==> src/hdl/opp_pkg.sv <==
`timescale 1ns / 1ps
// Shared types, constants and the relation lookup for the precedence parser.
package opp_pkg;

    localparam int STACK_DEPTH_DEF   = 64;
    localparam int NUM_TERMINALS_DEF = 8;

    localparam int TOK_W       = 3;
    localparam int CFG_IDX_W   = 2;
    localparam int REL_WORD_W  = 64;
    localparam int REDS_W      = 7;
    localparam int IN_TDATA_W  = 8;
    localparam int OUT_TDATA_W = 16;

    localparam logic [CFG_IDX_W-1:0] CFG_REL_LOW  = 2'd0;
    localparam logic [CFG_IDX_W-1:0] CFG_REL_HIGH = 2'd1;

    localparam logic [TOK_W-1:0] TOK_END = 3'd0;

    typedef enum logic [1:0] {
        REL_NONE    = 2'd0,
        REL_LESS    = 2'd1,
        REL_EQUAL   = 2'd2,
        REL_GREATER = 2'd3
    } rel_t;

    typedef enum logic [1:0] {
        V_PENDING = 2'd0,
        V_ACCEPT  = 2'd1,
        V_REJECT  = 2'd2,
        V_IGNORED = 2'd3
    } verdict_t;

    typedef enum logic [2:0] {
        C_NONE    = 3'd0,
        C_UNKNOWN = 3'd1,
        C_NOREL   = 3'd2,
        C_ENDED   = 3'd3,
        C_STACK   = 3'd4
    } cause_t;

    typedef struct packed {
        logic     load;
        logic     clear;
        logic     set_latch;
        logic     push;
        logic     reduce_base;
        logic     reduce_read;
        logic     walk_init;
        logic     walk_step;
        logic     finish;
        logic     out_load;
        verdict_t verdict;
        cause_t   cause;
    } opp_cmd_t;

    typedef struct packed {
        logic latch;
        logic unknown;
        logic is_end;
        logic accept_ok;
        rel_t top_rel;
        logic top_low;
        logic base_fail;
        logic full;
        logic walk_less;
        logic walk_last;
        logic read_fail;
    } opp_stat_t;

    function automatic rel_t rel_lookup(input logic [REL_WORD_W-1:0] lo,
                                        input logic [REL_WORD_W-1:0] hi,
                                        input logic [TOK_W-1:0]      row,
                                        input logic [TOK_W-1:0]      col);
        logic [REL_WORD_W-1:0] word;
        logic [5:0]            pos;
        word = row[2] ? hi : lo;
        pos  = {row[1:0], col, 1'b0};
        return rel_t'(word[pos +: 2]);
    endfunction

endpackage

==> src/hdl/opp_dp.sv <==
`timescale 1ns / 1ps
// Datapath: relation table, terminal stack memory, height and scan registers, result.
module opp_dp #(
    parameter int STACK_DEPTH   = opp_pkg::STACK_DEPTH_DEF,
    parameter int NUM_TERMINALS = opp_pkg::NUM_TERMINALS_DEF
) (
    input  logic                             aclk,
    input  logic                             aresetn,
    input  logic [opp_pkg::TOK_W-1:0]        in_tok,
    input  logic                             in_unknown,
    input  logic                             cfg_we,
    input  logic [opp_pkg::CFG_IDX_W-1:0]    cfg_index,
    input  logic [opp_pkg::REL_WORD_W-1:0]   cfg_data,
    input  opp_pkg::opp_cmd_t                cmd,
    output opp_pkg::opp_stat_t               stat,
    output logic [opp_pkg::OUT_TDATA_W-1:0]  out_data
);
    import opp_pkg::*;

    localparam int PW = $clog2(STACK_DEPTH);
    localparam int HW = $clog2(STACK_DEPTH + 1);
    localparam int SW = HW + 1;
    localparam int EW = PW + TOK_W;

    // Each stored terminal keeps its position in the symbol stack.
    logic [EW-1:0]         mem [STACK_DEPTH];
    logic [EW-1:0]         rd_reg;
    logic [PW-1:0]         rd_addr;
    logic [PW-1:0]         rd_pos;
    logic [TOK_W-1:0]      rd_tok;

    logic [REL_WORD_W-1:0] rel_lo_reg;
    logic [REL_WORD_W-1:0] rel_hi_reg;
    logic                  latch_reg;
    logic [HW-1:0]         height_reg;
    logic [PW-1:0]         top_idx_reg;
    logic [TOK_W-1:0]      top_tok_reg;
    logic [PW-1:0]         walk_idx_reg;
    logic [TOK_W-1:0]      cur_tok_reg;
    logic [TOK_W-1:0]      tok_reg;
    logic                  unk_reg;
    logic [REDS_W-1:0]     reds_reg;
    verdict_t              res_verdict_reg;
    cause_t                res_cause_reg;
    logic [REDS_W-1:0]     res_reds_reg;
    logic [OUT_TDATA_W-1:0] out_data_reg;
    logic                  unknown;

    assign rd_pos  = rd_reg[EW-1:TOK_W];
    assign rd_tok  = rd_reg[TOK_W-1:0];
    assign rd_addr = cmd.walk_init ? PW'(top_idx_reg - PW'(1)) : PW'(walk_idx_reg - PW'(2));
    assign unknown = unk_reg || (32'(tok_reg) >= NUM_TERMINALS);

    always_comb begin
        stat.latch     = latch_reg;
        stat.unknown   = unknown;
        stat.is_end    = !unknown && (tok_reg == TOK_END);
        stat.accept_ok = (height_reg == HW'(2)) && (top_idx_reg == '0);
        stat.top_rel   = rel_lookup(rel_lo_reg, rel_hi_reg, top_tok_reg, tok_reg);
        stat.top_low   = top_idx_reg <= PW'(1);
        stat.base_fail = height_reg <= HW'(2);
        stat.full      = height_reg >= HW'(STACK_DEPTH);
        stat.walk_less = rel_lookup(rel_lo_reg, rel_hi_reg, rd_tok, cur_tok_reg) == REL_LESS;
        stat.walk_last = walk_idx_reg == PW'(2);
        stat.read_fail = (SW'(rd_pos) + SW'(2)) >= SW'(height_reg);
    end

    always_ff @(posedge aclk) begin
        rd_reg <= mem[rd_addr];
        if (cmd.push) begin
            mem[PW'(top_idx_reg + PW'(1))] <= {height_reg[PW-1:0], tok_reg};
        end
    end

    always_ff @(posedge aclk) begin
        if (!aresetn) begin
            rel_lo_reg  <= '0;
            rel_hi_reg  <= '0;
            latch_reg   <= 1'b0;
            height_reg  <= HW'(1);
            top_idx_reg <= '0;
            top_tok_reg <= TOK_END;
        end else begin
            if (cfg_we && cfg_index == CFG_REL_LOW) begin
                rel_lo_reg <= cfg_data;
            end
            if (cfg_we && cfg_index == CFG_REL_HIGH) begin
                rel_hi_reg <= cfg_data;
            end
            if (cmd.push) begin
                height_reg  <= HW'(height_reg + HW'(1));
                top_idx_reg <= PW'(top_idx_reg + PW'(1));
                top_tok_reg <= tok_reg;
            end
            if (cmd.reduce_base) begin
                height_reg  <= HW'(2);
                top_idx_reg <= '0;
                top_tok_reg <= TOK_END;
            end
            if (cmd.reduce_read) begin
                height_reg  <= HW'(SW'(rd_pos) + SW'(2));
                top_idx_reg <= PW'(walk_idx_reg - PW'(1));
                top_tok_reg <= rd_tok;
            end
            if (cmd.set_latch) begin
                latch_reg <= 1'b1;
            end
            if (cmd.clear) begin
                latch_reg   <= 1'b0;
                height_reg  <= HW'(1);
                top_idx_reg <= '0;
                top_tok_reg <= TOK_END;
            end
        end
    end

    always_ff @(posedge aclk) begin
        if (cmd.load) begin
            tok_reg  <= in_tok;
            unk_reg  <= in_unknown;
            reds_reg <= '0;
        end else if (cmd.reduce_base || cmd.reduce_read) begin
            reds_reg <= REDS_W'(reds_reg + REDS_W'(1));
        end
        if (cmd.walk_init) begin
            walk_idx_reg <= top_idx_reg;
            cur_tok_reg  <= top_tok_reg;
        end else if (cmd.walk_step) begin
            walk_idx_reg <= PW'(walk_idx_reg - PW'(1));
            cur_tok_reg  <= rd_tok;
        end
        if (cmd.finish) begin
            res_verdict_reg <= cmd.verdict;
            res_cause_reg   <= cmd.cause;
            res_reds_reg    <= reds_reg;
        end
        if (cmd.out_load) begin
            out_data_reg <= OUT_TDATA_W'({res_reds_reg, res_cause_reg, res_verdict_reg});
        end
    end

    assign out_data = out_data_reg;

endmodule

==> src/hdl/opp_ctrl.sv <==
`timescale 1ns / 1ps
// Controller: sequences compare, handle scan, reduce, shift and result hand-off.
module opp_ctrl (
    input  logic                aclk,
    input  logic                aresetn,
    input  logic                s_tvalid,
    output logic                s_tready,
    input  logic                m_tready,
    output logic                m_tvalid,
    input  opp_pkg::opp_stat_t  stat,
    output opp_pkg::opp_cmd_t   cmd
);
    import opp_pkg::*;

    typedef enum logic [1:0] {
        ST_IDLE,
        ST_EVAL,
        ST_WALK,
        ST_HOLD
    } state_t;

    state_t state_reg, state_next;
    logic   m_tvalid_reg, m_tvalid_next;

    always_comb begin
        cmd           = '0;
        cmd.verdict   = V_PENDING;
        cmd.cause     = C_NONE;
        state_next    = state_reg;
        m_tvalid_next = m_tvalid_reg && !m_tready;

        case (state_reg)
            ST_IDLE: begin
                if (s_tvalid) begin
                    cmd.load   = 1'b1;
                    state_next = ST_EVAL;
                end
            end
            ST_EVAL: begin
                if (stat.latch) begin
                    cmd.finish  = 1'b1;
                    cmd.verdict = V_IGNORED;
                    cmd.clear   = stat.is_end;
                end else if (stat.unknown) begin
                    cmd.finish  = 1'b1;
                    cmd.verdict = V_REJECT;
                    cmd.cause   = C_UNKNOWN;
                end else if (stat.is_end && stat.accept_ok) begin
                    cmd.finish  = 1'b1;
                    cmd.verdict = V_ACCEPT;
                end else begin
                    case (stat.top_rel)
                        REL_GREATER: begin
                            if (!stat.top_low) begin
                                cmd.walk_init = 1'b1;
                                state_next    = ST_WALK;
                            end else if (stat.base_fail) begin
                                cmd.finish  = 1'b1;
                                cmd.verdict = V_REJECT;
                                cmd.cause   = C_STACK;
                            end else begin
                                cmd.reduce_base = 1'b1;
                            end
                        end
                        REL_NONE: begin
                            cmd.finish  = 1'b1;
                            cmd.verdict = V_REJECT;
                            cmd.cause   = C_NOREL;
                        end
                        default: begin
                            cmd.finish = 1'b1;
                            if (stat.is_end) begin
                                cmd.verdict = V_REJECT;
                                cmd.cause   = C_ENDED;
                            end else if (stat.full) begin
                                cmd.verdict = V_REJECT;
                                cmd.cause   = C_STACK;
                            end else begin
                                cmd.push = 1'b1;
                            end
                        end
                    endcase
                end
            end
            ST_WALK: begin
                if (stat.walk_less) begin
                    if (stat.read_fail) begin
                        cmd.finish  = 1'b1;
                        cmd.verdict = V_REJECT;
                        cmd.cause   = C_STACK;
                    end else begin
                        cmd.reduce_read = 1'b1;
                        state_next      = ST_EVAL;
                    end
                end else if (stat.walk_last) begin
                    if (stat.base_fail) begin
                        cmd.finish  = 1'b1;
                        cmd.verdict = V_REJECT;
                        cmd.cause   = C_STACK;
                    end else begin
                        cmd.reduce_base = 1'b1;
                        state_next      = ST_EVAL;
                    end
                end else begin
                    cmd.walk_step = 1'b1;
                end
            end
            ST_HOLD: begin
                if (!m_tvalid_reg || m_tready) begin
                    cmd.out_load  = 1'b1;
                    m_tvalid_next = 1'b1;
                    state_next    = ST_IDLE;
                end
            end
            default: begin
                state_next = ST_IDLE;
            end
        endcase

        // An accepted parse resets; a rejected parse resets on the end marker, otherwise it is latched.
        if (cmd.finish) begin
            state_next = ST_HOLD;
            if (cmd.verdict == V_ACCEPT) begin
                cmd.clear = 1'b1;
            end
            if (cmd.verdict == V_REJECT) begin
                cmd.clear     = stat.is_end;
                cmd.set_latch = !stat.is_end;
            end
        end
    end

    always_ff @(posedge aclk) begin
        if (!aresetn) begin
            state_reg    <= ST_IDLE;
            m_tvalid_reg <= 1'b0;
        end else begin
            state_reg    <= state_next;
            m_tvalid_reg <= m_tvalid_next;
        end
    end

    assign s_tready = (state_reg == ST_IDLE);
    assign m_tvalid = m_tvalid_reg;

endmodule

==> src/hdl/operator_precedence_parser.sv <==
`timescale 1ns / 1ps
// Top level of the shift-reduce operator precedence parser.
//
//  channel | direction | handshake           | payload
//  s_      | in        | s_tvalid / s_tready | s_tdata: token_index; s_tuser: unknown_symbol
//  m_      | out       | m_tvalid / m_tready | m_tdata: verdict, reject_cause, reductions
//  cfg_    | in        | cfg_valid/cfg_ready | cfg_index, cfg_data (relation rows)
//
// One token per transaction; the next token is taken after the result is parked in
// the output register. A token is accepted, compared once per pass (one pass per
// reduction and one more), then its result is handed off once; each stack memory read
// that the handle scans make is a further step.
// Reset is synchronous; the stack memory is not cleared, only its height and top.
// A stalled m_ side holds the finished result; the next token is still parsed, then
// waits at hand-off with s_tready low until the output register frees up.
module operator_precedence_parser #(
    parameter int STACK_DEPTH   = opp_pkg::STACK_DEPTH_DEF,
    parameter int NUM_TERMINALS = opp_pkg::NUM_TERMINALS_DEF
) (
    input  logic                               aclk,
    input  logic                               aresetn,
    input  logic                               s_tvalid,
    output logic                               s_tready,
    input  logic [opp_pkg::IN_TDATA_W-1:0]     s_tdata,   // [2:0] token_index
    input  logic                               s_tuser,   // [0] unknown_symbol
    output logic                               m_tvalid,
    input  logic                               m_tready,
    output logic [opp_pkg::OUT_TDATA_W-1:0]    m_tdata,   // [1:0] verdict, [4:2] reject_cause,
                                                          // [11:5] reductions
    input  logic                               cfg_valid,
    output logic                               cfg_ready,
    input  logic [opp_pkg::CFG_IDX_W-1:0]      cfg_index,
    input  logic [opp_pkg::REL_WORD_W-1:0]     cfg_data
);
    import opp_pkg::*;

    opp_cmd_t  cmd;
    opp_stat_t stat;

    assign cfg_ready = 1'b1;

    opp_ctrl u_ctrl (
        .aclk     (aclk),
        .aresetn  (aresetn),
        .s_tvalid (s_tvalid),
        .s_tready (s_tready),
        .m_tready (m_tready),
        .m_tvalid (m_tvalid),
        .stat     (stat),
        .cmd      (cmd)
    );

    opp_dp #(
        .STACK_DEPTH   (STACK_DEPTH),
        .NUM_TERMINALS (NUM_TERMINALS)
    ) u_dp (
        .aclk       (aclk),
        .aresetn    (aresetn),
        .in_tok     (s_tdata[TOK_W-1:0]),
        .in_unknown (s_tuser),
        .cfg_we     (cfg_valid),
        .cfg_index  (cfg_index),
        .cfg_data   (cfg_data),
        .cmd        (cmd),
        .stat       (stat),
        .out_data   (m_tdata)
    );

endmodule

==> config.mk <==
export PLATFORM = sky130hd
export DESIGN_NAME = operator_precedence_parser
export DESIGN_NICKNAME = d
export VERILOG_FILES = /design/src/hdl/opp_pkg.sv /design/src/hdl/opp_dp.sv /design/src/hdl/opp_ctrl.sv /design/src/hdl/operator_precedence_parser.sv
export SDC_FILE = /design/constraint.sdc
export NUM_CORES = 1
export LEC_CHECK = 0
export ABC_AREA = 1
export BUFFER_PORTS_ARGS = -buffer_cell sky130_fd_sc_hd__buf_2
export CAP_MARGIN = 25
export CORE_MARGIN = 2
export CORE_UTILIZATION = 30
export DETAILED_ROUTE_END_ITERATION = 7
export GPL_TIMING_DRIVEN = 0
export PLACE_DENSITY = 0.41
export SYNTH_ARGS = -nofsm -noshare
export SYNTH_HDL_FRONTEND = slang
export SYNTH_SLANG_ARGS = --single-unit
export TNS_END_PERCENT = 50
==> constraint.sdc <==
create_clock -name aclk -period 4.9 [get_ports aclk]
set_input_delay 0.735 -clock aclk [delete_from_list [all_inputs] [get_ports aclk]]
set_output_delay 0.735 -clock aclk [all_outputs]
set_load 0.01 [all_outputs]
After elaboration in Yosys (flattened, before gate mapping) --
Memory sizes are Yosys's and may differ from the RTL's. A register that Yosys moved wholly into a read port is not among the register bits. Cells that the tools add are included.
Cells by class: add/subtract/negate cells 7, order comparisons 4, eq/ne operators 20, shift-type cells 2, mux-type cells 91, bitwise gates (word level) 1, reduce and logical (&&, ||, !) cells 22
Operator list (number):
- $mux 64 | 2
- $shiftx 64x7->2 | 2
- $mux 1 | 41
- $mux 5 | 8
- $mux 2 | 19
- $mux 6 | 6
- $mux 3 | 7
- $mux 7 | 3
- $pmux 5 s2 | 2
- $ne 3x3->1 const B | 5
- $add 7x1->7 const B | 2
- $ne 4x4->1 const B | 3
- $sub 6x1->6 const B | 2
- $reduce_and 10->1 | 1
- $eq 2x1->1 const B | 4
- $eq 2x2->1 const B | 4
- $ge 8x7->1 | 1
- $pmux 2 s4 | 1
- $add 6x2->7 const B | 1
- $eq 7x2->1 const B | 1
- $ge 7x7->1 const B | 1
- $le 7x2->1 const B | 1
- $add 6x1->6 const B | 1
- $eq 6x2->1 const B | 1
- other kinds (14) | 28
Word-level totals: bits in registers 192, RAM bits 576, input port bits 80, output and inout port bits 19, word-level logic and storage cells 165, memories kept 1
Memories:
- u_dp.mem | depth 64, bits a word 9, rd ports 1, clocked after memory_dff 1, write ports 1, RTL line opp_dp.sv:26 | logic [EW-1:0] mem [STACK_DEPTH];

Logic depth before layout (Yosys ltp) --
Gate-level depths: netlist (run 1).
depth in word-level cells 13, depth in mapped cells 27, depth with buffers taken out 26

Hierarchy --
From an unflattened synthesis (run 1), not the netlist that was laid out.
Unflattened totals: cell total of the unflattened synthesis 3898, area, all modules 35586.6 sq um
Modules (own cells, without submodules):
- opp_dp | times used 1, cells an instance 3796, area an instance 34988.6 sq um, sequential area each 21630.7 sq um
- opp_ctrl | times used 1, cells an instance 100, area an instance 586.8 sq um, sequential area each 60.1 sq um
- operator_precedence_parser | times used 1, cells an instance 2, area an instance 11.3 sq um, sequential area each 0.0 sq um

Least setup slack after synthesis (run 1) --
No wires, ideal clock.
kind flip-flop to flip-flop, from register u_dp.tok_reg[0], to memory u_dp.mem[48][0] (netlist name) (enable), library setup time 0.374 ns, data arrival time 4.076 ns, required time 4.526 ns, path slack 0.450 ns, cell stages (with the launch flop) 21, path buffers 1, clock period less this slack 4.450 ns, cell sequence edfxtp_1 > clkbuf_1 > o21ai_0 > o22ai_1 > nor2_1 > o32ai_1 > o21ai_0 > o21bai_1 > o21ai_0 > inv_1 > ha_1 > inv_1 > nor2_1 > inv_1 > nor2_1 > inv_1 > nor2_1 > inv_1 > nor2_1 > nand2_1 > nor2_1
Between the ends: longest elaborated chain between the ends 10, elaborated cells on any way between the ends 15, classes of those cells eq/ne (1); shift (1); mux (8); reduce/logical (5)
RTL lines:
- start: declaration | RTL line opp_dp.sv:40 | logic [TOK_W-1:0] tok_reg;
- start signal: assignment | RTL line opp_dp.sv:119 | tok_reg <= in_tok;
- $shiftx 64x7->2 / $logic_not 3->1 (equally long branches) | RTL line opp_pkg.sv:79, opp_dp.sv:57
- $eq 2x2->1, or another cell as far along | RTL line opp_ctrl.sv:52 | case (stat.top_rel)
- $reduce_or 2->1 (no source line) / $mux 1 (equally long branches)
- $mux 1 | RTL line opp_ctrl.sv:52
- $mux 2 (*) | RTL line opp_ctrl.sv:48 | end else if (stat.is_end && stat.accept_ok) begin
- $mux 2 (*) | RTL line opp_ctrl.sv:44 | end else if (stat.unknown) begin
- $mux 2 (*) | RTL line opp_ctrl.sv:40 | if (stat.latch) begin
- $mux 1 (*) | RTL line opp_ctrl.sv:32 | case (state_reg)
- $mux 1 (*) | RTL line opp_dp.sv:70 | if (cmd.push) begin
- $mux 1 (implied by the code) (*) | RTL line opp_dp.sv:71 | mem[PW'(top_idx_reg + PW'(1))] <= {height_reg[PW-1:0], tok_reg};
- end: declaration | RTL line opp_dp.sv:26
Mark *: on every way between the ends. The rest lies on a longest branch, timed or not.

Worst setup path in the final report (run 1) --
from register u_dp.top_tok_reg[2], to register u_dp.rd_reg[1], read port of u_dp.mem
Between the ends: longest elaborated chain between the ends 9
RTL lines:
- start: declaration | RTL line opp_dp.sv:37 | logic [TOK_W-1:0] top_tok_reg;
- start signal: assignment | RTL line opp_dp.sv:93 | top_tok_reg <= tok_reg;
- start signal: assignment | RTL line opp_dp.sv:103 | top_tok_reg <= rd_tok;
- $mux 64 | RTL line opp_pkg.sv:77 | word = row[2] ? hi : lo;
- $shiftx 64x7->2 | RTL line opp_pkg.sv:79 | return rel_t'(word[pos +: 2]);
- $eq 2x2->1 | RTL line opp_ctrl.sv:52
- $mux 1 | RTL line opp_ctrl.sv:52
- $mux 1 | RTL line opp_ctrl.sv:48
- $mux 1 | RTL line opp_ctrl.sv:44
- $mux 1 | RTL line opp_ctrl.sv:40
- $mux 1 | RTL line opp_ctrl.sv:32
- $mux 6 | RTL line opp_dp.sv:51 | assign rd_addr = cmd.walk_init ? PW'(top_idx_reg - PW'(1)) : PW'(walk_idx_reg - PW'(2));
- end: declaration | RTL line opp_dp.sv:27 | logic [EW-1:0] rd_reg;
No other way between the ends. A chain may end at the register's enable or synchronous reset.

==> results of run 1 <==
==> repair_timing <==
item	CTS	global route
gates resized for setup	206	50
pin swaps	10	27
gates cloned	0	1
endpoints found under the setup margin	613	586
buffers inserted	14	27
==> final cells by class <==
type / instances / area share (%)
plain buffers: 200 / 2.87
multi-input cells: 2330 / 26.5
clock buffers: 114 / 5.82
inverters: 542 / 4.76
repair buffers: 160 / 3.81
clock inverters: 54 / 1.16
flip-flops and latches: 777 / 50.6
well taps: 1536 / 4.48
==> final timing paths <==
check | from | to | cells past startpoint
min | s_tdata[0] | u_dp.tok_reg[0] | 1
max | u_dp.top_tok_reg[2] | u_dp.rd_reg[1] | 23
min reg2reg | u_dp.res_reds_reg[1] | u_dp.out_data[6] | 0
max reg2reg | u_dp.top_tok_reg[2] | u_dp.rd_reg[1] | 23
==> cell usage in the layout (no fill, tap or decap), types with 24 or more instances in the layout <==
| cell type | instances |
|---|---|
| sky130_fd_sc_hd__o21ai_0 | 264 |
| sky130_fd_sc_hd__clkbuf_16 | 94 |
| sky130_fd_sc_hd__buf_12 | 25 |
| sky130_fd_sc_hd__clkbuf_1 | 73 |
| sky130_fd_sc_hd__buf_2 | 129 |
| sky130_fd_sc_hd__edfxtp_1 | 613 |
| sky130_fd_sc_hd__nand3_1 | 557 |
| sky130_fd_sc_hd__buf_6 | 42 |
| sky130_fd_sc_hd__o22ai_1 | 25 |
| sky130_fd_sc_hd__inv_1 | 527 |
| sky130_fd_sc_hd__nor2_1 | 293 |
| sky130_fd_sc_hd__dfxtp_1 | 158 |
| sky130_fd_sc_hd__nor2_4 | 70 |
| sky130_fd_sc_hd__a21oi_1 | 90 |
| sky130_fd_sc_hd__clkbuf_2 | 24 |
| sky130_fd_sc_hd__nand2_1 | 877 |
| sky130_fd_sc_hd__buf_4 | 49 |
==> routing by layer <==
metal | track usage (%) | share of wire [%] | up-vias
li1 | - | - | 13200
met1 | 28.7 | 45 | 13400
met2 | 35.5 | 48 | 727
met3 | 2.52 | 4.5 | 204
met4 | 6.12 | 2.8 | 0
met5 | 0 | 0 | -
==> kinds of logic after synthesis <==
kind of cell	count (synthesis)	synth area share (%)
buffers and inverters	743	8.94
XOR/XNOR	21	0.518
other	2	0.0212
AO/OA/AOI/OAI	419	6.19
flip-flops	777	61.1
AND/OR/NAND/NOR	1860	22.4
adder cells (fa/ha/maj)	24	0.846
==> stage by stage <==
stage / setup TNS [ns] / instances / util, %
2_1_floorplan: 0 / 3849 / -
3_3_place_gp: -2343.40 / 5473 / 32.2
3_5_place_dp: -1115.58 / 5504 / 32.7
4_1_cts: -0.00429 / 5686 / 36.0
5_1_grt: -0.459 / 5713 / 36.4
6_report: 0 / 5713 / 36.4
==> power breakdown <==
part           internal (uW)  total, uW  switching (uW)
logic                   1510       5320            3820
clock network           4030       6920            2890
registers               7520       7770             250
total                  13100      20000            6960
==> summary.txt, run 1 <==
Synth
  • Leading area contributor after synthesis: sky130_fd_sc_hd__edfxtp_1
  • Area share of the leading cell type in the synthesized netlist: between 50% and 60%
  • Total of warnings raised by yosys: 0
  • Number of enable-type register cells in the synthesized netlist: 613
  • Count of cell types in the netlist: 49
  • Total of flip-flops plus latches after synthesis: approximately 780
  • Synthesized instance count: 3,846
  • Netlist Area Pre-Place: 0.0355 mm2
  • Cell with the most instances after synthesis: sky130_fd_sc_hd__nand2_1
  • Average footprint of a synthesized cell: 9.23 um2
  • Asr flop ratio synth: 0%
  • Sequential cell area fraction in the yosys report: 61.1%
  • Synth area leaders: sky130_fd_sc_hd__edfxtp_1 52%, sky130_fd_sc_hd__nand2_1 9.4%, sky130_fd_sc_hd__dfxtp_1 9.2%, sky130_fd_sc_hd__nand3_1 7.9%, sky130_fd_sc_hd__inv_1 5.6%
  • Post-synth top cells: 885 x sky130_fd_sc_hd__nand2_1, 613 x sky130_fd_sc_hd__edfxtp_1, 559 x sky130_fd_sc_hd__nand3_1
  • Ys flop type: sky130_fd_sc_hd__edfxtp_1

Setup path
  • Category of the worst setup path launch point: register
  • List of cells traversed by the critical path: clkbuf_4 > buf_2 > nand2_1 > o21ai_0 > nand3_1 > o211ai_1 > a21oi_1 > o31ai_2 > inv_1 > o21ai_4 > ha_4 > nand4_4 > nand2_1 > o21ai_1 > buf_4 > inv_4 > clkbuf_1 > nand3_1 > nand3_1 > nand3_1 > nand3_1 > nand3_1 > nand2_1
  • Largest stage delay on the critical path: 0.59 ns
  • CP required: 5.50 ns
  • Critical Path End Type: register
  • Type of the setup path with the least slack: reg2reg
  • Buffers & Inverters on Critical Path: 6
  • Most frequent cell on the critical path: sky130_fd_sc_hd__nand3_1
  • Slack of the worst reg-to-reg path: 0.07 ns
  • Worst endpoint data arrival time: between 5 and 6 ns
  • Worst-path fanout max: 10
  • Slowest cell on the critical path: sky130_fd_sc_hd__clkbuf_1
  • Top Family by Delay on Critical Path: buffers and inverters

Routing
  • Starting DRT DRC Count: 2,103
  • Routed WL: around 130,000 um
  • Number of vias per cell: roughly 4.8
  • Per-cell routed wire length: ~23 um
  • Final antenna-violating net count: 0
  • DRC viols: 0
  • Total number of vias: ~28k
  • Drt pass-1 iters: 6

Timing
  • Clock period minus final worst setup slack: 4.83 ns
  • Hold slack final: 0.253 ns
  • Max-slew violation count: 0
  • Final worst-path cycle share: 98.6%
  • Endpoints failing hold: 0
  • Final clock skew: 0.0465 ns
  • Final Worst Setup Slack: 0.0675 ns
  • Normalized max-slew margin: 24.0%
  • Final setup violating endpoints: 0
  • Maximum achievable frequency: 207 MHz
  • Transition time at the pin with the least slew margin: 1.14 ns

Final layout
  • Layout cells sized above 1: 13.4%
  • Layout overhead on the synthesized area: 20.9%
  • Filler cell count in the final layout: 12.0k
  • Post-layout nets: 4,206
  • Number of flip-flops in the largest register: 576
  • Area taken by flip-flops and latches: 0.0217 mm2
  • N_diodes: 0
  • Total area of multi-input combinational cells: 0.0114 mm2
  • Post-layout instance area: 0.0429 mm2

CTS
  • Cts bufs inserted: 91
  • Number of H-tree branching levels: 3
  • Maximum buffer depth of the clock tree: 3
  • Clock transition at the registers of the reported paths: 0.06 ns
  • TritonCTS clock tree: yes
  • Hold bufs inserted after CTS: 0
  • Root buffer cell: sky130_fd_sc_hd__clkbuf_16
  • Clock latency of the later-clocked register in the worst-skew pair: just under 0.7 ns
  • Sink Count: 777

Status
  • Status: completed

Floorplanning
  • Core footprint: 0.118 mm2
  • Area enclosed by the die boundary: approximately 0.12 mm2
  • I/O pin count: 99
  • Initial core utilization: between 30% and 40%
  • Chip height: 348 um
  • Horizontal die dimension: 348 um
  • # rows: 126

Worst hold path
  • Path type of the worst min-delay path: in2reg

Pwr
  • Leak Pwr: 0.0175 uW
  • Pwr Total: around 20,000 uW
  • Power density relative to cell area: 466 mW/mm2
  • Worst vdd ir: about 250 uV

Job
  • Number of violations of the max-capacitance limit: 0

GRT
  • Number of antenna violations at the first check in global routing: 1
  • Vias in the first global route: 26.7k
  • Global routing usage summed across all routing layers: 21.1%
  • Wire length of the first global-routing pass: 186,000 um
  • Pin count of the biggest net entering global routing: 68
  • Total grt overflow: 0

Placed design
  • Routability congestion estimate from global placement: between 0.8 and 0.9
  • Count of buffers from port buffering: 88
  • Post-Place Setup Slack: -2.26 ns
  • Cell area after placement: 0.0385 mm2
  • Half-perimeter wire length after placement: ~90,000 um
Power figures use the tool's default switching activity.
==> run 2: changes to the inputs <==
CORE_ASPECT_RATIO = 2   (was default)
==> run 2 against run 1 <==
Sequential cell count unchanged; routed wire length increased by 10%; final cell count fell by 0.44%; total power down 0.61%; global-route usage rose by 2.6 points; register-to-register slack better by 0.05 ns; setup slack gained 0.046 ns; fmax rose by 0.95%; count of clock-buffer cells in the layout is 19 lower; cell area increased by 0.65%; critical endpoint is now u_dp.rd_reg[5]; sequential share of layout area down 0.33 points; hold slack got worse by 0.012 ns.
==> summary.txt, run 2 (same netlist as run 1, synthesis figures left out) <==
Placed design
  • Count of buffers from port buffering: 88 (unchanged)
  • Cell area after placement: 0.0386 mm2 (+0.36%)
  • Routability congestion estimate from global placement: 0.978 (+14%)
  • Half-perimeter wire length after placement: 108,000 um (+20%)

Pwr
  • Leak Pwr: 0.0175 uW (+0.32%)
  • Worst vdd ir: 252 uV (+0.66%)
  • Power density relative to cell area: 461 mW/mm2 (-1.2%)

Floorplanning
  • # rows: 178 (+41%)
  • Core footprint: 0.118 mm2 (-0.15%)
  • I/O pin count: 99 (unchanged)
  • Area enclosed by the die boundary: 0.121 mm2 (+0.14%)
  • Chip height: 490 um (+41%)
  • Horizontal die dimension: 247 um (-29%)
  • Initial core utilization: 30.2% (+0.044 points)

CTS
  • Root buffer cell: sky130_fd_sc_hd__clkbuf_16
  • TritonCTS clock tree: yes
  • Number of H-tree branching levels: 3 (unchanged)
  • Clock latency of the later-clocked register in the worst-skew pair: 0.68 ns (about the same)
  • Clock transition at the registers of the reported paths: 0.08 ns (+0.02 ns)
  • Maximum buffer depth of the clock tree: 3 (unchanged)
  • Cts bufs inserted: 74 (-19%)
  • Hold bufs inserted after CTS: 0 (unchanged)
  • Sink Count: 777 (unchanged)

Job
  • Number of violations of the max-capacitance limit: 0 (unchanged)

Routing
  • Drt pass-1 iters: 8 (+2)
  • Routed WL: 143,000 um (+10%)
  • Final antenna-violating net count: 0 (unchanged)
  • Number of vias per cell: 4.84 (+0.55%)
  • Starting DRT DRC Count: 1,579 (-25%)
  • Total number of vias: 27.6k (+0.11%)
  • Per-cell routed wire length: 25.2 um (+11%)
  • DRC viols: 0 (unchanged)

Timing
  • Setup repair after global routing missed its margin: no
  • Final worst-path cycle share: 97.7% (-0.93 points)
  • Transition time at the pin with the least slew margin: 1.09 ns (-0.0451 ns)
  • Normalized max-slew margin: 27.2% (+3.2 points)
  • Hold slack final: 0.241 ns (-0.0118 ns)
  • Clock period minus final worst setup slack: 4.79 ns (-0.0456 ns)
  • Maximum achievable frequency: 209 MHz (+0.95%)
  • Endpoints failing hold: 0 (unchanged)
  • Final setup violating endpoints: 0 (unchanged)
  • Max-slew violation count: 0 (unchanged)
  • Final clock skew: 0.0285 ns (-0.0180 ns)

Setup path
  • CP required: 5.45 ns (-0.05 ns)
  • List of cells traversed by the critical path: buf_2 > clkbuf_4 > clkbuf_2 > o21ai_0 > o22ai_1 > nor2_1 > o22ai_4 > o21bai_1 > o21ai_4 > ha_4 > nand3_4 > nor2_8 > nand2_1 > nand2_4 > bufbuf_16 > buf_12 > nand2_1 > nand3_1 > nand3_1 > nand3_4 > nand3_2 > nand3_2 > nand2_2
  • Largest stage delay on the critical path: 0.39 ns (-0.20 ns)
  • Type of the setup path with the least slack: reg2reg
  • Top Family by Delay on Critical Path: simple AND/OR/NAND/NOR gates
  • Worst endpoint data arrival time: 5.34 ns (-0.09 ns)
  • Slowest cell on the critical path: sky130_fd_sc_hd__dfxtp_1
  • Buffers & Inverters on Critical Path: 5 (-1)
  • Worst-path fanout max: 10 (unchanged)
  • Critical Path End Type: register
  • Category of the worst setup path launch point: register

GRT
  • Number of antenna violations at the first check in global routing: 1 (unchanged)
  • Vias in the first global route: 28.2k (+5.6%)
  • Pin count of the biggest net entering global routing: 64 (-5.9%)
  • Wire length of the first global-routing pass: 202,000 um (+8.4%)
  • Global routing usage summed across all routing layers: 23.7% (+2.6 points)
  • Total grt overflow: 0 (unchanged)

Final layout
  • Post-layout nets: 4,207 (+0.024%)
  • Post-layout instance area: 0.0432 mm2 (+0.65%)
  • Most frequent cells in the layout: 872 x sky130_fd_sc_hd__nand2_1, 613 x sky130_fd_sc_hd__edfxtp_1, 523 x sky130_fd_sc_hd__inv_1, 506 x sky130_fd_sc_hd__nand3_1, 292 x sky130_fd_sc_hd__nor2_1
  • Area taken by flip-flops and latches: 0.0217 mm2 (unchanged)
  • Layout cells sized above 1: 15.2% (+1.7 points)
  • Layout overhead on the synthesized area: 21.7%
  • Filler cell count in the final layout: 12.2k (+1.2%)
  • Most common library cell in the layout ignoring fill and taps: sky130_fd_sc_hd__nand2_1
  • Total area of multi-input combinational cells: 0.0118 mm2 (+3.7%)
  • Number of flip-flops in the largest register: 576 (unchanged)

Worst hold path
  • Path type of the worst min-delay path: in2reg

Status
  • Status: completed
==> run 2: through the flow <==
stage	util, %	setup WS (ns)	setup TNS [ns]	cells	total power, uW
2_1_floorplan	-	0.450	0	3849	10700
3_3_place_gp	32.2	-4.14	-2374.98	5467	13300
3_5_place_dp	32.8	-2.55	-1280.54	5509	13400
4_1_cts	36.6	0.00485	0	5681	20000
5_1_grt	36.7	0.0103	0	5688	20600
6_report	36.7	0.113	0	5688	19900
==> run 2: worst paths after layout <==
| check | from | to | slack (ns) | cells after the start |
|---|---|---|---|---|
| worst max-delay path | u_dp.top_tok_reg[2] | u_dp.rd_reg[5] | 0.11 | 23 |
| worst min-delay path | s_tdata[0] | u_dp.tok_reg[0] | 0.24 | 1 |
| worst max register to register | u_dp.top_tok_reg[2] | u_dp.rd_reg[5] | 0.11 | 23 |
| worst min register to register | u_dp.res_cause_reg[1] | u_dp.out_data[3] | 0.42 | 0 |
==> run 2: per-layer routing <==
metal	track usage (%)	vias to the layer above	part of all wire, %
li1	-	13200	-
met1	21.4	13200	32
met2	46.5	792	56
met3	2.93	408	3.4
met4	18.2	0	9.2
met5	0	-	0
==> run 2: timing repair <==
action	in CTS	in global routing
buffers inserted	43	8
pin swaps	30	21
cloned	2	0
endpoints found under the setup margin	643	563
resized for setup	383	33
==> run 2: worst reg2reg max path: stages, from the launching register on <==
cell and delay [ns]:
sky130_fd_sc_hd__dfxtp_1 0.39, sky130_fd_sc_hd__buf_2 0.32, sky130_fd_sc_hd__clkbuf_4 0.36, sky130_fd_sc_hd__clkbuf_2 0.29, sky130_fd_sc_hd__o21ai_0 0.12, sky130_fd_sc_hd__o22ai_1 0.22, sky130_fd_sc_hd__nor2_1 0.11, sky130_fd_sc_hd__o22ai_4 0.28
sky130_fd_sc_hd__o21bai_1 0.15, sky130_fd_sc_hd__o21ai_4 0.15, sky130_fd_sc_hd__ha_4 0.23, sky130_fd_sc_hd__nand3_4 0.11, sky130_fd_sc_hd__nor2_8 0.19, sky130_fd_sc_hd__nand2_1 0.13, sky130_fd_sc_hd__nand2_4 0.17, sky130_fd_sc_hd__bufbuf_16 0.32
sky130_fd_sc_hd__buf_12 0.17, sky130_fd_sc_hd__nand2_1 0.07, sky130_fd_sc_hd__nand3_1 0.08, sky130_fd_sc_hd__nand3_1 0.17, sky130_fd_sc_hd__nand3_4 0.17, sky130_fd_sc_hd__nand3_2 0.17, sky130_fd_sc_hd__nand3_2 0.17, sky130_fd_sc_hd__nand2_2 0.11
==> run 2: power by group <==
group / internal (uW) / switching, uW / leakage [uW]
clock network: 3360 / 2680 / 0.00118
registers: 7520 / 230 / 0.00722
logic: 1770 / 4340 / 0.00912
total: 12600 / 7250 / 0.0175
==> run 2: final cells by class <==
class | instances | share of cell area (%)
Antenna cell | 1 | 0.00579
Multi-Input combinational cell | 2330 | 27.3
Clock buffer | 95 | 4.76
Sequential cell | 777 | 50.3
Tap cell | 1530 | 4.43
Clock inverter | 35 | 0.898
Buffer | 198 | 3.46
Timing Repair Buffer | 180 | 4.10
Inverter | 542 | 4.77
==> run 3: changes to the inputs <==
==> constraint.sdc (replaced) <==
create_clock -name aclk -period 4.9 [get_ports aclk]
set_input_delay 0.245 -clock aclk [delete_from_list [all_inputs] [get_ports aclk]]
set_output_delay 0.245 -clock aclk [all_outputs]
set_load 0.01 [all_outputs]
==> run 3 against run 2 <==
Die area unchanged; first-iteration DRC count increased by 1.7%; global-route usage about the same; hold slack improved by 0.047 ns; total power increased by 0.21%; sequential power about the same; utilization increased by 0.60 points; count of clock-buffer cells in the layout unchanged; critical path depth increased by 3.
==> summary.txt, run 3 (same netlist as run 1, synthesis figures left out) <==
Timing
  • Hold slack final: 0.289 ns (+0.0472 ns)
  • Clock period minus final worst setup slack: 4.74 ns (-0.0487 ns)
  • Final Worst Setup Slack: 0.162 ns (+0.0487 ns)
  • Endpoints failing hold: 0 (unchanged)
  • Transition time at the pin with the least slew margin: 1.10 ns (+0.00403 ns)
  • Final clock skew: 0.0299 ns (+0.00142 ns)
  • Normalized max-slew margin: 26.9% (-0.27 points)
  • Final worst-path cycle share: 96.7% (-0.99 points)
  • Max-slew violation count: 0 (unchanged)
  • Maximum achievable frequency: 211 MHz (+1.0%)
  • Setup repair after global routing missed its margin: no
  • Final setup violating endpoints: 0 (unchanged)

GRT
  • Pin count of the biggest net entering global routing: 64 (unchanged)
  • Total grt overflow: 0 (unchanged)
  • Wire length of the first global-routing pass: 203,000 um (+0.24%)
  • Global routing usage summed across all routing layers: 23.8% (+0.037 points)
  • Number of antenna violations at the first check in global routing: 1 (unchanged)
  • Vias in the first global route: 28.4k (+0.86%)

Floorplanning
  • Core footprint: 0.118 mm2 (unchanged)
  • Horizontal die dimension: 247 um (unchanged)
  • Initial core utilization: 30.2% (unchanged)
  • Chip height: 490 um (unchanged)
  • I/O pin count: 99 (unchanged)
  • Area enclosed by the die boundary: 0.121 mm2 (unchanged)
  • # rows: 178 (unchanged)

Pwr
  • Power density relative to cell area: 454 mW/mm2 (-1.4%)
  • Leak Pwr: 0.0178 uW (+1.7%)
  • Worst vdd ir: 253 uV (+0.39%)

Placed design
  • Routability congestion estimate from global placement: 0.978 (unchanged)
  • Half-perimeter wire length after placement: 108,000 um (unchanged)
  • Count of buffers from port buffering: 88 (unchanged)
  • Cell area after placement: 0.0386 mm2 (unchanged)
  • Post-Place Setup Slack: -2.55 ns (unchanged)

CTS
  • Number of H-tree branching levels: 3 (unchanged)
  • Sink Count: 777 (unchanged)
  • TritonCTS clock tree: yes
  • Cts bufs inserted: 74 (unchanged)
  • Clock latency of the later-clocked register in the worst-skew pair: 0.68 ns (about the same)
  • Clock transition at the registers of the reported paths: 0.07 ns (about the same)
  • Root buffer cell: sky130_fd_sc_hd__clkbuf_16
  • Maximum buffer depth of the clock tree: 3 (unchanged)

Routing
  • Number of vias per cell: 4.82 (-0.47%)
  • Total number of vias: 27.8k (+0.77%)
  • Per-cell routed wire length: 24.9 um (-1.0%)
  • Drt pass-1 iters: 5 (-3)
  • Starting DRT DRC Count: 1,606 (+1.7%)
  • Final antenna-violating net count: 0 (unchanged)
  • DRC viols: 0 (unchanged)
  • Routed WL: 143,000 um (+0.19%)

Final layout
  • Layout cells sized above 1: 14.9% (-0.25 points)
  • Post-layout instance area: 0.0439 mm2 (+1.6%)
  • Post-layout nets: 4,278 (+1.7%)
  • Filler cell count in the final layout: 12.1k (-0.56%)
  • Total area of multi-input combinational cells: 0.0118 mm2 (about the same)
  • Most frequent cells in the layout: 872 x sky130_fd_sc_hd__nand2_1, 613 x sky130_fd_sc_hd__edfxtp_1, 523 x sky130_fd_sc_hd__inv_1, 506 x sky130_fd_sc_hd__nand3_1, 292 x sky130_fd_sc_hd__nor2_1
  • Area taken by flip-flops and latches: 0.0217 mm2 (unchanged)
  • Most common library cell in the layout ignoring fill and taps: sky130_fd_sc_hd__nand2_1
  • Layout overhead on the synthesized area: 23.7%
  • Number of flip-flops in the largest register: 576 (unchanged)

Setup path
  • CP required: 5.45 ns (about the same)
  • Category of the worst setup path launch point: register
  • Worst-path fanout max: 35 (+25)
  • Critical Path End Type: register
  • Type of the setup path with the least slack: reg2reg
  • Worst endpoint data arrival time: 5.29 ns (-0.05 ns)

Status
  • Status: completed

Worst hold path
  • Path type of the worst min-delay path: in2reg

Job
  • Number of violations of the max-capacitance limit: 0 (unchanged)
## run 3: changes by cell type in the layout (fill, tap and decap cells not counted)
cell and delta:
sky130_fd_sc_hd__o21bai_1 +1, sky130_fd_sc_hd__clkbuf_1 -1, sky130_fd_sc_hd__dlygate4sd3_1 +71, sky130_fd_sc_hd__clkbuf_2 +1, sky130_fd_sc_hd__o21bai_2 -1
## run 3: metal layers
metal / routed length (um) / global-route usage (%) / up-vias
met2: 80200 / 46.8 / 751
met3: 4700 / 2.82 / 383
met4: 13100 / 18.0 / 0
met5: 0 / 0 / -
met1: 45400 / 21.5 / 13300
li1: - / - / 13300
## run 3: critical path, cell delays in order, from the launching register on
cell and delay, ns:
sky130_fd_sc_hd__edfxtp_1 0.50, sky130_fd_sc_hd__buf_16 0.19, sky130_fd_sc_hd__buf_16 0.17, sky130_fd_sc_hd__inv_8 0.13, sky130_fd_sc_hd__clkbuf_16 0.17, sky130_fd_sc_hd__o21ai_0 0.11, sky130_fd_sc_hd__o22ai_2 0.23, sky130_fd_sc_hd__nor2_1 0.09
sky130_fd_sc_hd__o22ai_2 0.22, sky130_fd_sc_hd__nand2_1 0.08, sky130_fd_sc_hd__nand2_1 0.07, sky130_fd_sc_hd__inv_1 0.06, sky130_fd_sc_hd__o21ai_4 0.28, sky130_fd_sc_hd__ha_4 0.22, sky130_fd_sc_hd__nand3_4 0.11, sky130_fd_sc_hd__nor2_8 0.19
sky130_fd_sc_hd__nand2_1 0.12, sky130_fd_sc_hd__nand2_4 0.17, sky130_fd_sc_hd__bufbuf_16 0.31, sky130_fd_sc_hd__buf_12 0.17, sky130_fd_sc_hd__nand2_1 0.07, sky130_fd_sc_hd__nand3_1 0.08, sky130_fd_sc_hd__nand3_1 0.17, sky130_fd_sc_hd__nand3_4 0.17
sky130_fd_sc_hd__nand3_2 0.17, sky130_fd_sc_hd__nand3_2 0.16, sky130_fd_sc_hd__nand2_2 0.10
## run 3: per-stage QoR
stage | power [uW] | utilization, % | setup TNS, ns | cells
floorplan | 10700 | - | 0 | 3849
global placement | 13300 | 32.2 | -2374.98 | 5467
detailed placement | 13400 | 32.8 | -1280.54 | 5509
CTS | 20100 | 37.2 | 0 | 5752
global route | 20700 | 37.3 | 0 | 5759
finish | 19900 | 37.3 | 0 | 5759
## run 3: cell type report
| type | count | area share [%] |
|---|---|---|
| Sequential cell | 777 | 49.5 |
| Antenna cell | 1 | 0.00570 |
| Multi-Input combinational cell | 2330 | 26.9 |
| Tap cell | 1530 | 4.36 |
| Buffer | 198 | 3.41 |
| Clock inverter | 35 | 0.883 |
| Timing Repair Buffer | 251 | 5.65 |
| Clock buffer | 95 | 4.69 |
| Inverter | 542 | 4.69 |
## run 3: power by group
part | leakage (uW) | total (uW) | internal (uW) | switching (uW)
logic | 0.00942 | 6150 | 1800 | 4340
registers | 0.00722 | 7750 | 7520 | 230
clock network | 0.00118 | 6040 | 3360 | 2680
total | 0.0178 | 19900 | 12700 | 7260
## run 3: repair_timing
action / in CTS / in global routing
hold endpoints to repair: 136 / 0
gates cloned: 2 / 0
setup endpoints to repair: 643 / 563
pin swaps: 30 / 21
gates resized for setup: 383 / 35
hold buffers: 71 / 0
setup buffers: 43 / 8
## run 3: final timing paths
check / end / depth (start not counted) / startpoint / slack (ns)
max reg2reg: u_dp.rd_reg[5] / 26 / u_dp.tok_reg[0] / 0.16
min reg2reg: u_dp.out_data[3] / 0 / u_dp.res_cause_reg[1] / 0.42
min: u_dp.tok_reg[0] / 2 / s_tdata[0] / 0.29
max: u_dp.rd_reg[5] / 26 / u_dp.tok_reg[0] / 0.16
